## config.mk

```make
export PLATFORM = sky130hd
export DESIGN_NAME = first_fit_segment_allocator
export DESIGN_NICKNAME = d
export VERILOG_FILES = /design/src/hdl/ffsa_pkg.sv /design/src/hdl/ffsa_cell.sv /design/src/hdl/ffsa_ctrl.sv /design/src/hdl/first_fit_segment_allocator.sv
export SDC_FILE = /design/constraint.sdc
export NUM_CORES = 2
export LEC_CHECK = 0
export ABC_CLOCK_PERIOD_IN_PS = 13100
export BUFFER_PORTS_ARGS = -buffer_cell sky130_fd_sc_hd__clkbuf_2
export CAP_MARGIN = 0
export CORE_AREA = 2 2 571 459
export CTS_BUF_LIST = sky130_fd_sc_hd__clkbuf_4 sky130_fd_sc_hd__clkbuf_8
export DETAILED_ROUTE_END_ITERATION = 16
export DIE_AREA = 0 0 573 461
export PLACE_DENSITY_LB_ADDON = 0.15
export SLEW_MARGIN = 40
export SYNTH_ARGS = -nofsm -noshare
export SYNTH_HDL_FRONTEND = slang
export SYNTH_SLANG_ARGS = --single-unit
export TNS_END_PERCENT = 50
```

## constraint.sdc

```tcl
create_clock -name i_clk -period 13.1 [get_ports i_clk]
set_input_delay 2.62 -clock i_clk [delete_from_list [all_inputs] [get_ports i_clk]]
set_output_delay 2.62 -clock i_clk [all_outputs]
set_load 0.01 [all_outputs]
```

## src/hdl/ffsa_pkg.sv

```systemverilog
// ----------------------------------------------------------------------------
// ffsa_pkg
// Shared types and codes for the first-fit segment allocator.
// ----------------------------------------------------------------------------
package ffsa_pkg;

    localparam int unsigned LABEL_W = 8;
    localparam int unsigned BLOCK_W = 16;
    localparam int unsigned OWNER_W = 8;
    localparam int unsigned STATUS_W = 3;
    localparam int unsigned USED_W = 5;
    localparam int unsigned CMD_W = 2;

    typedef enum logic [CMD_W-1:0] {
        CMD_CREATE  = 2'd0,
        CMD_DELETE  = 2'd1,
        CMD_PRELOAD = 2'd2,
        CMD_NONE    = 2'd3
    } t_cmd;

    typedef enum logic [STATUS_W-1:0] {
        ST_CREATE_OK   = 3'd0,
        ST_NO_SPACE    = 3'd1,
        ST_DELETE_OK   = 3'd2,
        ST_DELETE_FAIL = 3'd3,
        ST_PRELOAD_OK  = 3'd4,
        ST_TABLE_FULL  = 3'd5
    } t_status;

    typedef enum logic [1:0] {
        S_IDLE,
        S_EVAL,
        S_OUT
    } t_state;

    typedef struct packed {
        logic [LABEL_W-1:0] label;
        logic [BLOCK_W-1:0] first;
        logic [BLOCK_W-1:0] length;
        logic [OWNER_W-1:0] owner;
        logic               has_owner;
    } t_entry;

    // Per-cell command for the update cycle.
    typedef enum logic [1:0] {
        OP_HOLD,
        OP_INSERT,
        OP_DELETE
    } t_op;

    typedef struct packed {
        t_op    op;
        t_entry entry;
    } t_cell_ctl;

endpackage

```

## src/hdl/ffsa_cell.sv

```systemverilog
// ----------------------------------------------------------------------------
// ffsa_cell
// One table slot: holds an entry, reports gap fit and name match, shifts
// with its neighbors on insert and delete.
// ----------------------------------------------------------------------------
module ffsa_cell
    import ffsa_pkg::*;
(
    input  logic               i_clk,
    input  logic               i_load,
    input  t_cell_ctl          i_ctl,
    input  logic               i_pos_ge,
    input  logic               i_pos_eq,
    input  logic               i_pos_gt,
    input  t_entry             i_prev,
    input  t_entry             i_next,
    input  logic [BLOCK_W-1:0] i_limit,
    input  logic [BLOCK_W-1:0] i_need,
    input  logic [LABEL_W-1:0] i_name,
    output t_entry             o_entry,
    output logic               o_fit,
    output logic [BLOCK_W-1:0] o_end,
    output logic               o_match
);

    t_entry r_entry;
    t_entry n_entry;
    logic [BLOCK_W:0] w_end;

    assign w_end   = {1'b0, r_entry.first} + {1'b0, r_entry.length};
    assign o_end   = w_end[BLOCK_W-1:0];
    assign o_fit   = ({1'b0, i_limit} >= w_end)
                     && ({1'b0, i_need} <= ({1'b0, i_limit} - w_end));
    assign o_match = (r_entry.label == i_name);
    assign o_entry = r_entry;

    always_comb begin
        n_entry = r_entry;
        unique case (i_ctl.op)
            OP_INSERT: begin
                if (i_pos_eq) begin
                    n_entry = i_ctl.entry;
                end else if (i_pos_gt) begin
                    n_entry = i_prev;
                end
            end
            OP_DELETE: begin
                if (i_pos_ge) begin
                    n_entry = i_next;
                end
            end
            default: begin
                n_entry = r_entry;
            end
        endcase
    end

    always_ff @(posedge i_clk) begin
        if (i_load) begin
            r_entry <= n_entry;
        end
    end

endmodule

```

## src/hdl/ffsa_ctrl.sv

```systemverilog
// ----------------------------------------------------------------------------
// ffsa_ctrl
// Sequencer: latches a transaction, picks the slot from the cell flags,
// drives the shift and holds the result.
// ----------------------------------------------------------------------------
module ffsa_ctrl
    import ffsa_pkg::*;
#(
    parameter int unsigned MAX_SEGMENTS = 16,
    parameter int unsigned IDX_W = 4,
    parameter int unsigned CNT_W = 5
) (
    input  logic                    i_clk,
    input  logic                    i_rst_n,
    input  logic                    i_valid,
    output logic                    o_ready,
    input  t_cmd                    i_cmd,
    input  logic [LABEL_W-1:0]      i_name,
    input  logic [BLOCK_W-1:0]      i_count,
    input  logic [BLOCK_W-1:0]      i_start,
    input  logic [OWNER_W-1:0]      i_pid,
    input  logic                    i_priv,
    input  logic [BLOCK_W-1:0]      i_total,
    input  logic [MAX_SEGMENTS-1:0] i_fit,
    input  logic [MAX_SEGMENTS-1:0] i_match,
    input  t_entry                  i_ends [MAX_SEGMENTS],
    input  logic [BLOCK_W-1:0]      i_first0,
    output logic [BLOCK_W-1:0]      o_need,
    output logic [LABEL_W-1:0]      o_name,
    output logic [CNT_W-1:0]        o_count,
    output logic                    o_load,
    output t_cell_ctl               o_ctl,
    output logic [IDX_W-1:0]        o_pos,
    output logic                    o_out_valid,
    input  logic                    i_out_ready,
    output logic [STATUS_W-1:0]     o_status,
    output logic [BLOCK_W-1:0]      o_placed,
    output logic [USED_W-1:0]       o_used
);

    t_state r_state, n_state;
    t_cmd r_cmd;
    logic [LABEL_W-1:0] r_name;
    logic [BLOCK_W-1:0] r_count, r_start;
    logic [OWNER_W-1:0] r_pid;
    logic r_priv;
    logic [CNT_W-1:0] r_cnt, n_cnt;
    logic [STATUS_W-1:0] r_status, n_status;
    logic [BLOCK_W-1:0] r_placed, n_placed;

    logic w_full, w_found, w_hit, w_fit_any;
    logic [IDX_W-1:0] w_hit_idx, w_fit_idx;
    logic [BLOCK_W-1:0] w_fit_end;

    assign o_need  = r_count;
    assign o_name  = r_name;
    assign o_count = r_cnt;
    assign w_full  = (r_cnt >= CNT_W'(MAX_SEGMENTS));

    // First matching name and first fitting gap among valid slots.
    always_comb begin
        w_hit = 1'b0;
        w_hit_idx = '0;
        w_fit_any = 1'b0;
        w_fit_idx = '0;
        for (int k = MAX_SEGMENTS - 1; k >= 0; k--) begin
            if (CNT_W'(k) < r_cnt) begin
                if (i_match[k]) begin
                    w_hit = 1'b1;
                    w_hit_idx = IDX_W'(k);
                end
                if (i_fit[k]) begin
                    w_fit_any = 1'b1;
                    w_fit_idx = IDX_W'(k);
                end
            end
        end
    end

    assign w_fit_end = i_ends[w_fit_idx].first;
    assign w_found = w_hit && (r_priv || (i_ends[w_hit_idx].has_owner
                     && i_ends[w_hit_idx].owner == r_pid));

    always_ff @(posedge i_clk) begin
        if (!i_rst_n) begin
            r_state <= S_IDLE;
            r_cnt   <= '0;
        end else begin
            r_state <= n_state;
            r_cnt   <= n_cnt;
        end
    end

    always_ff @(posedge i_clk) begin
        if (i_valid && o_ready) begin
            r_cmd   <= i_cmd;
            r_name  <= i_name;
            r_count <= i_count;
            r_start <= i_start;
            r_pid   <= i_pid;
            r_priv  <= i_priv;
        end
        r_status <= n_status;
        r_placed <= n_placed;
    end

    always_comb begin
        n_state     = r_state;
        n_cnt       = r_cnt;
        n_status    = r_status;
        n_placed    = r_placed;
        o_ready     = 1'b0;
        o_out_valid = 1'b0;
        o_load      = 1'b0;
        o_pos       = '0;
        o_ctl.op    = OP_HOLD;
        o_ctl.entry = '{label: r_name, first: '0, length: r_count,
                        owner: r_pid, has_owner: 1'b1};
        unique case (r_state)
            S_IDLE: begin
                o_ready = 1'b1;
                if (i_valid) begin
                    n_state = S_EVAL;
                end
            end
            S_EVAL: begin
                n_state  = S_OUT;
                n_placed = '0;
                n_status = ST_DELETE_FAIL;
                unique case (r_cmd)
                    CMD_CREATE: begin
                        if (w_full) begin
                            n_status = ST_TABLE_FULL;
                        end else if ((r_cnt == '0 && r_count <= i_total)
                                     || (r_cnt != '0 && r_count <= i_first0)) begin
                            n_status = ST_CREATE_OK;
                            o_load   = 1'b1;
                            o_ctl.op = OP_INSERT;
                            o_pos    = '0;
                            n_cnt    = r_cnt + 1'b1;
                        end else if (r_cnt != '0 && w_fit_any) begin
                            n_status = ST_CREATE_OK;
                            n_placed = w_fit_end;
                            o_load   = 1'b1;
                            o_ctl.op = OP_INSERT;
                            o_ctl.entry.first = w_fit_end;
                            o_pos    = w_fit_idx + 1'b1;
                            n_cnt    = r_cnt + 1'b1;
                        end else begin
                            n_status = ST_NO_SPACE;
                        end
                    end
                    CMD_DELETE: begin
                        if (w_found) begin
                            n_status = ST_DELETE_OK;
                            o_load   = 1'b1;
                            o_ctl.op = OP_DELETE;
                            o_pos    = w_hit_idx;
                            n_cnt    = r_cnt - 1'b1;
                        end
                    end
                    CMD_PRELOAD: begin
                        if (w_full) begin
                            n_status = ST_TABLE_FULL;
                        end else begin
                            n_status = ST_PRELOAD_OK;
                            o_load   = 1'b1;
                            o_ctl.op = OP_INSERT;
                            o_ctl.entry = '{label: r_name, first: r_start,
                                            length: r_count, owner: '0,
                                            has_owner: 1'b0};
                            o_pos    = IDX_W'(r_cnt);
                            n_cnt    = r_cnt + 1'b1;
                        end
                    end
                    default: begin
                        n_status = ST_DELETE_FAIL;
                    end
                endcase
            end
            S_OUT: begin
                o_out_valid = 1'b1;
                if (i_out_ready) begin
                    n_state = S_IDLE;
                end
            end
            default: begin
                n_state = S_IDLE;
            end
        endcase
    end

    assign o_status = r_status;
    assign o_placed = r_placed;
    assign o_used   = USED_W'(r_cnt);

endmodule

```

## src/hdl/first_fit_segment_allocator.sv

```systemverilog
// ----------------------------------------------------------------------------
// first_fit_segment_allocator
// First-fit contiguous segment table built as a row of slot cells.
//
// Channel   Dir  Handshake             Payload
// s_axis    in   s_axis_tvalid/tready  tdata: cmd, file_name, block_count,
//                                            start_block, process_id, privileged
// m_axis    out  m_axis_tvalid/tready  tdata: status, placed_start, segments_used
// cfg       in   i_cfg_valid/o_cfg_ready  total_blocks
//
// A transaction runs through accept, evaluate all cells in parallel and
// shift the row, then present the result until the output is taken.
// Reset empties the table and sets total_blocks to 1024.
// A stalled result holds the block; no new transaction is taken meanwhile.
// ----------------------------------------------------------------------------
module first_fit_segment_allocator
    import ffsa_pkg::*;
#(
    parameter int unsigned MAX_SEGMENTS = 16
) (
    input  logic        i_clk,
    input  logic        i_rst_n,
    input  logic        s_axis_tvalid,
    output logic        s_axis_tready,
    // cmd[1:0], file_name[9:2], block_count[25:10], start_block[41:26],
    // process_id[49:42], privileged[50], zero fill
    input  logic [55:0] s_axis_tdata,
    output logic        m_axis_tvalid,
    input  logic        m_axis_tready,
    // status[2:0], placed_start[18:3], segments_used[23:19]
    output logic [23:0] m_axis_tdata,
    input  logic        i_cfg_valid,
    output logic        o_cfg_ready,
    input  logic [15:0] i_cfg_data
);

    localparam int unsigned IDX_W = $clog2(MAX_SEGMENTS);
    localparam int unsigned CNT_W = $clog2(MAX_SEGMENTS + 1);

    logic [BLOCK_W-1:0] r_total;
    logic [MAX_SEGMENTS-1:0] w_fit, w_match;
    t_entry w_ent [MAX_SEGMENTS];
    logic [BLOCK_W-1:0] w_end [MAX_SEGMENTS];
    logic [BLOCK_W-1:0] w_need;
    logic [LABEL_W-1:0] w_name;
    logic [CNT_W-1:0] w_cnt;
    logic w_load;
    t_cell_ctl w_ctl;
    logic [IDX_W-1:0] w_pos;
    t_entry w_endrec [MAX_SEGMENTS];
    logic [STATUS_W-1:0] w_status;
    logic [BLOCK_W-1:0] w_placed;
    logic [USED_W-1:0] w_used;

    assign o_cfg_ready = 1'b1;
    always_ff @(posedge i_clk) begin
        if (!i_rst_n) begin
            r_total <= 16'd1024;
        end else if (i_cfg_valid) begin
            r_total <= i_cfg_data;
        end
    end

    for (genvar g = 0; g < MAX_SEGMENTS; g++) begin : g_cell
        t_entry w_prev, w_next;
        logic [BLOCK_W-1:0] w_limit;
        if (g == 0) begin : g_first
            assign w_prev = '0;
        end else begin : g_mid
            assign w_prev = w_ent[g-1];
        end
        if (g == MAX_SEGMENTS - 1) begin : g_last
            assign w_next  = '0;
            assign w_limit = r_total;
        end else begin : g_inner
            assign w_next  = w_ent[g+1];
            assign w_limit = (CNT_W'(g + 1) < w_cnt) ? w_ent[g+1].first : r_total;
        end
        // Carry end address in the first field for the sequencer.
        assign w_endrec[g] = '{label: '0, first: w_end[g], length: '0,
                               owner: w_ent[g].owner, has_owner: w_ent[g].has_owner};

        ffsa_cell u_cell (
            .i_clk   (i_clk),
            .i_load  (w_load),
            .i_ctl   (w_ctl),
            .i_pos_ge(IDX_W'(g) >= w_pos),
            .i_pos_eq(IDX_W'(g) == w_pos),
            .i_pos_gt(IDX_W'(g) > w_pos),
            .i_prev  (w_prev),
            .i_next  (w_next),
            .i_limit (w_limit),
            .i_need  (w_need),
            .i_name  (w_name),
            .o_entry (w_ent[g]),
            .o_fit   (w_fit[g]),
            .o_end   (w_end[g]),
            .o_match (w_match[g])
        );
    end

    ffsa_ctrl #(
        .MAX_SEGMENTS(MAX_SEGMENTS),
        .IDX_W       (IDX_W),
        .CNT_W       (CNT_W)
    ) u_ctrl (
        .i_clk      (i_clk),
        .i_rst_n    (i_rst_n),
        .i_valid    (s_axis_tvalid),
        .o_ready    (s_axis_tready),
        .i_cmd      (t_cmd'(s_axis_tdata[1:0])),
        .i_name     (s_axis_tdata[9:2]),
        .i_count    (s_axis_tdata[25:10]),
        .i_start    (s_axis_tdata[41:26]),
        .i_pid      (s_axis_tdata[49:42]),
        .i_priv     (s_axis_tdata[50]),
        .i_total    (r_total),
        .i_fit      (w_fit),
        .i_match    (w_match),
        .i_ends     (w_endrec),
        .i_first0   (w_ent[0].first),
        .o_need     (w_need),
        .o_name     (w_name),
        .o_count    (w_cnt),
        .o_load     (w_load),
        .o_ctl      (w_ctl),
        .o_pos      (w_pos),
        .o_out_valid(m_axis_tvalid),
        .i_out_ready(m_axis_tready),
        .o_status   (w_status),
        .o_placed   (w_placed),
        .o_used     (w_used)
    );

    assign m_axis_tdata = {w_used, w_placed, w_status};

endmodule

```

==> summary.txt <==
Run status
  – Outcome: finished, final reports clean

Yosys
  – Adder-cell area share of the yosys netlist: 13.0%
  – Synth Flop Type: edfxtp_1
  – Syn Area/Cell: 8.91 um2
  – Post-synth ARST share: 0%
  – Post-synth top area share: 31.1%
  – Ys Warns: 0
  – Number of flops mapped to enable cells by yosys: 854
  – Leading area contributor after synthesis: edfxtp_1
  – Top cells by area, synth: edfxtp_1 (31%), ha_1 (12%), nand2_1 (4.5%)
  – Syn Inst Count: a little over 9000
  – Syn Nets: 10200
  – Mux cell area share after synthesis: around 3.6%
  – Post-synthesis simple-gate area fraction: 17.0%
  – Seq/Total Area, Yosys: 31.7%
  – Post-synthesis xor/xnor area fraction: 5.61%
  – Synth Area in Compound Gates: 23.5%
  – #FFs+latches synth: 877
  – Netlist cell types: 111
  – Post-Syn Area: 82400 um2
  – Largest family of logic cells by synthesized area: compound AO/OA/AOI/OAI gates

Clock network
  – CTS tree: built
  – Clk root buf: clkbuf_8
  – Worst skew pair latency: 1.01 ns
  – Clk sinks: 877
  – Post-CTS setup buffer count: 0
  – H-tree levels: 4
  – Longest Clk Path Bufs: 4
  – TritonCTS buffer count: 182
  – Clk slew on worst S/H paths: ~0.060 ns
  – PostCTS Resize Cnt: 0
  – Hold buffers post-CTS: 0

Worst setup path
  – CP required: 13.79 ns
  – WS Path Type: reg2reg
  – Worst-path maximum fanout: 21
  – Cell mode on critical path: a21oi_1
  – CP arrival: 12.15 ns
  – CP delay by family, top: compound AO/OA/AOI/OAI gates
  – Buffers and inverters on the worst path: 3
  – CP Capture Type: flip-flop
  – Crit-path max cell delay: about 0.73 ns
  – Setup crit start kind: flip-flop
  – CP max stage cell: nand3_2

Worst hold path
  – Worst hold path type: reg2reg

Drt
  – Total number of vias: approximately 82000
  – DR iter-0 viols: between 10000 and 15000
  – Drt first pass iters: 6
  – Drt wl/cell: 34.6 um
  – Post-route ant nets: 0
  – Drt total wl: about 450000 um
  – DR vias/cell: roughly 6.3
  – Residual DRC count: 0

Die
  – Initial Util: 31.9%
  – Die H: 461 um
  – IO Count: 104
  – Die area: 264000 um2
  – Core area: around 260000 um2
  – Die W: around 570 um
  – Row cnt: around 170

Cells and area
  – Fin nets: about 10000
  – Commonest non-fill, non-tap cells in the layout: nand2_1 (983), edfxtp_1 (854), ha_1 (805), nand3_1 (638), a21oi_1 (537)
  – Area Growth Syn to Fin: 12.8%
  – Share of layout cells above drive strength 1: 11.6%
  – Commonest non-fill, non-tap cell in the layout: nand2_1
  – Final Instance Area: 92900 um2
  – Non-Filler Instances: 13000

GRT
  – Largest net degree at the start of global routing: 181
  – Initial antenna violation count: 44
  – Total gr overflow: 0
  – GR Util All Layers: 32.6%
  – First-pass GRT wire length: 611000 um
  – Number of global-route vias before repair: 76200

Placement
  – RePlAce Congestion: 1.07
  – DP HPWL: approximately 350000 um
  – Post-place instance area: approximately 89000 um2
  – Buffers on Ports: 97
  – Post-Place Cells: ~13000

Timing
  – Final hold violation count: 0
  – Crit path time final: around 11 ns
  – Slew HR: 27.7%
  – Tcrit/Tclk final: 87.5%
  – Max Freq: around 87 MHz
  – RSZ-0062 raised after global routing: no
  – Skew final: 0.0697 ns
  – Max-slew violations: 0
  – Final setup violating endpoints: 0
  – Worst slew pin tran: approximately 1.1 ns
  – Setup TNS: 0 ns

Pwr
  – Worst VDD drop: roughly 0.062 mV
  – Leak: 0.0369 uW
  – Power per cell area: 81.8 nW/um2

Flow run
  – Number of max-cap violations: 0
state kept, by name, indices dropped and copies added (netlist names), 5 cells and up:
register / flops
u_ctrl.r_start: 16
u_ctrl.o_need: 16
g_cell.u_cell.o_entry: 784
u_ctrl.o_count: 5
u_ctrl.o_placed: 16
u_ctrl.r_pid: 8
u_ctrl.o_name: 8
g_cell.w_limit: 16
cells in the mapped netlist, types with 29 or more instances:
master / instances
nor4_1: 43
o2111ai_1: 30
nand4_1: 126
a211oi_1: 95
nand2_1: 985
buf_4: 40
o31ai_1: 70
edfxtp_1: 854
fa_1: 32
nor2_1: 393
a21oi_1: 558
o21bai_1: 90
o311ai_1: 104
and3_1: 90
a22o_1: 54
o211a_1: 29
mux2i_1: 171
o21a_1: 90
ha_1: 806
clkbuf_1: 335
xnor2_1: 240
or3_1: 34
o221ai_1: 210
o311ai_0: 195
nor3_1: 144
a21o_1: 188
o21ai_0: 445
buf_2: 180
and2_1: 120
a31oi_1: 61
inv_1: 535
a221o_1: 147
o211ai_1: 60
mux2_2: 99
nand2b_1: 95
nand3_1: 640
nor2b_1: 122
xor2_1: 288
routing by layer:
metal	vias up	share of wire, %	GRT usage [%]
li1	35500	-	-
met5	-	0.020	0
met3	804	11	8.06
met4	14	6.4	18.2
met2	5203	40	46.1
met1	40700	42	45.0
tightest hold or removal path: stages, from the launching register on:
cell     delay, ns
dfxtp_1       0.33
mux2i_1       0.06
nor2b_1       0.09
cells by family after synthesis:
kind of cell	Yosys count
AND/OR/NAND/NOR	2909
AO/OA/AOI/OAI	2705
buffers and inverters	1115
flip-flops	877
adder cells (fa/ha/maj)	838
XOR/XNOR	528
multiplexers	275
other	1
area by class of cell:
cell class | instances | area, um2
diodes | 17 | 42.5
clock buffers | 244 | 3000
clock inverters | 67 | 404
fillers | 26400 | 165000
inverters | 537 | 2020
multi-input cells | 7256 | 52500
flip-flops and latches | 877 | 26100
well taps | 3464 | 4330
repair buffers | 504 | 4490
power breakdown:
| part | leakage [uW] | switching (uW) | internal, uW | total, uW |
|---|---|---|---|---|
| sequential | 0.00791 | 29.2 | 3070 | 3100 |
| clock | 0.00179 | 1450 | 1550 | 3000 |
| combinational | 0.0272 | 983 | 524 | 1510 |
| total | 0.0369 | 2460 | 5140 | 7600 |
stage by stage:
stage	util [%]	power, uW	hold slack (ns)	setup slack (ns)
2_1_floorplan	-	4030	0.522	1.95
3_3_place_gp	34.5	4600	0.508	1.52
3_5_place_dp	34.6	4620	0.513	1.95
4_1_cts	35.9	7600	0.528	1.89
5_1_grt	36.0	7840	0.560	1.25
6_report	36.0	7600	0.521	1.64
path summary, 6_finish.rpt:
kind | from | end | slack [ns] | depth (start not counted)
worst max register to register | g_cell[13].u_cell.o_entry[26]$_DFFE_PP_ | g_cell[2].u_cell.o_entry[25]$_DFFE_PP_ | 1.64 | 32
worst max-delay path | g_cell[13].u_cell.o_entry[26]$_DFFE_PP_ | g_cell[2].u_cell.o_entry[25]$_DFFE_PP_ | 1.64 | 32
worst min register to register | g_cell[15].w_limit[13]$_SDFFE_PN0P_ | g_cell[15].w_limit[13]$_SDFFE_PN0P_ | 0.52 | 2
worst min-delay path | g_cell[15].w_limit[13]$_SDFFE_PN0P_ | g_cell[15].w_limit[13]$_SDFFE_PN0P_ | 0.52 | 2
Note: power is estimated with default switching activity, not from simulation.
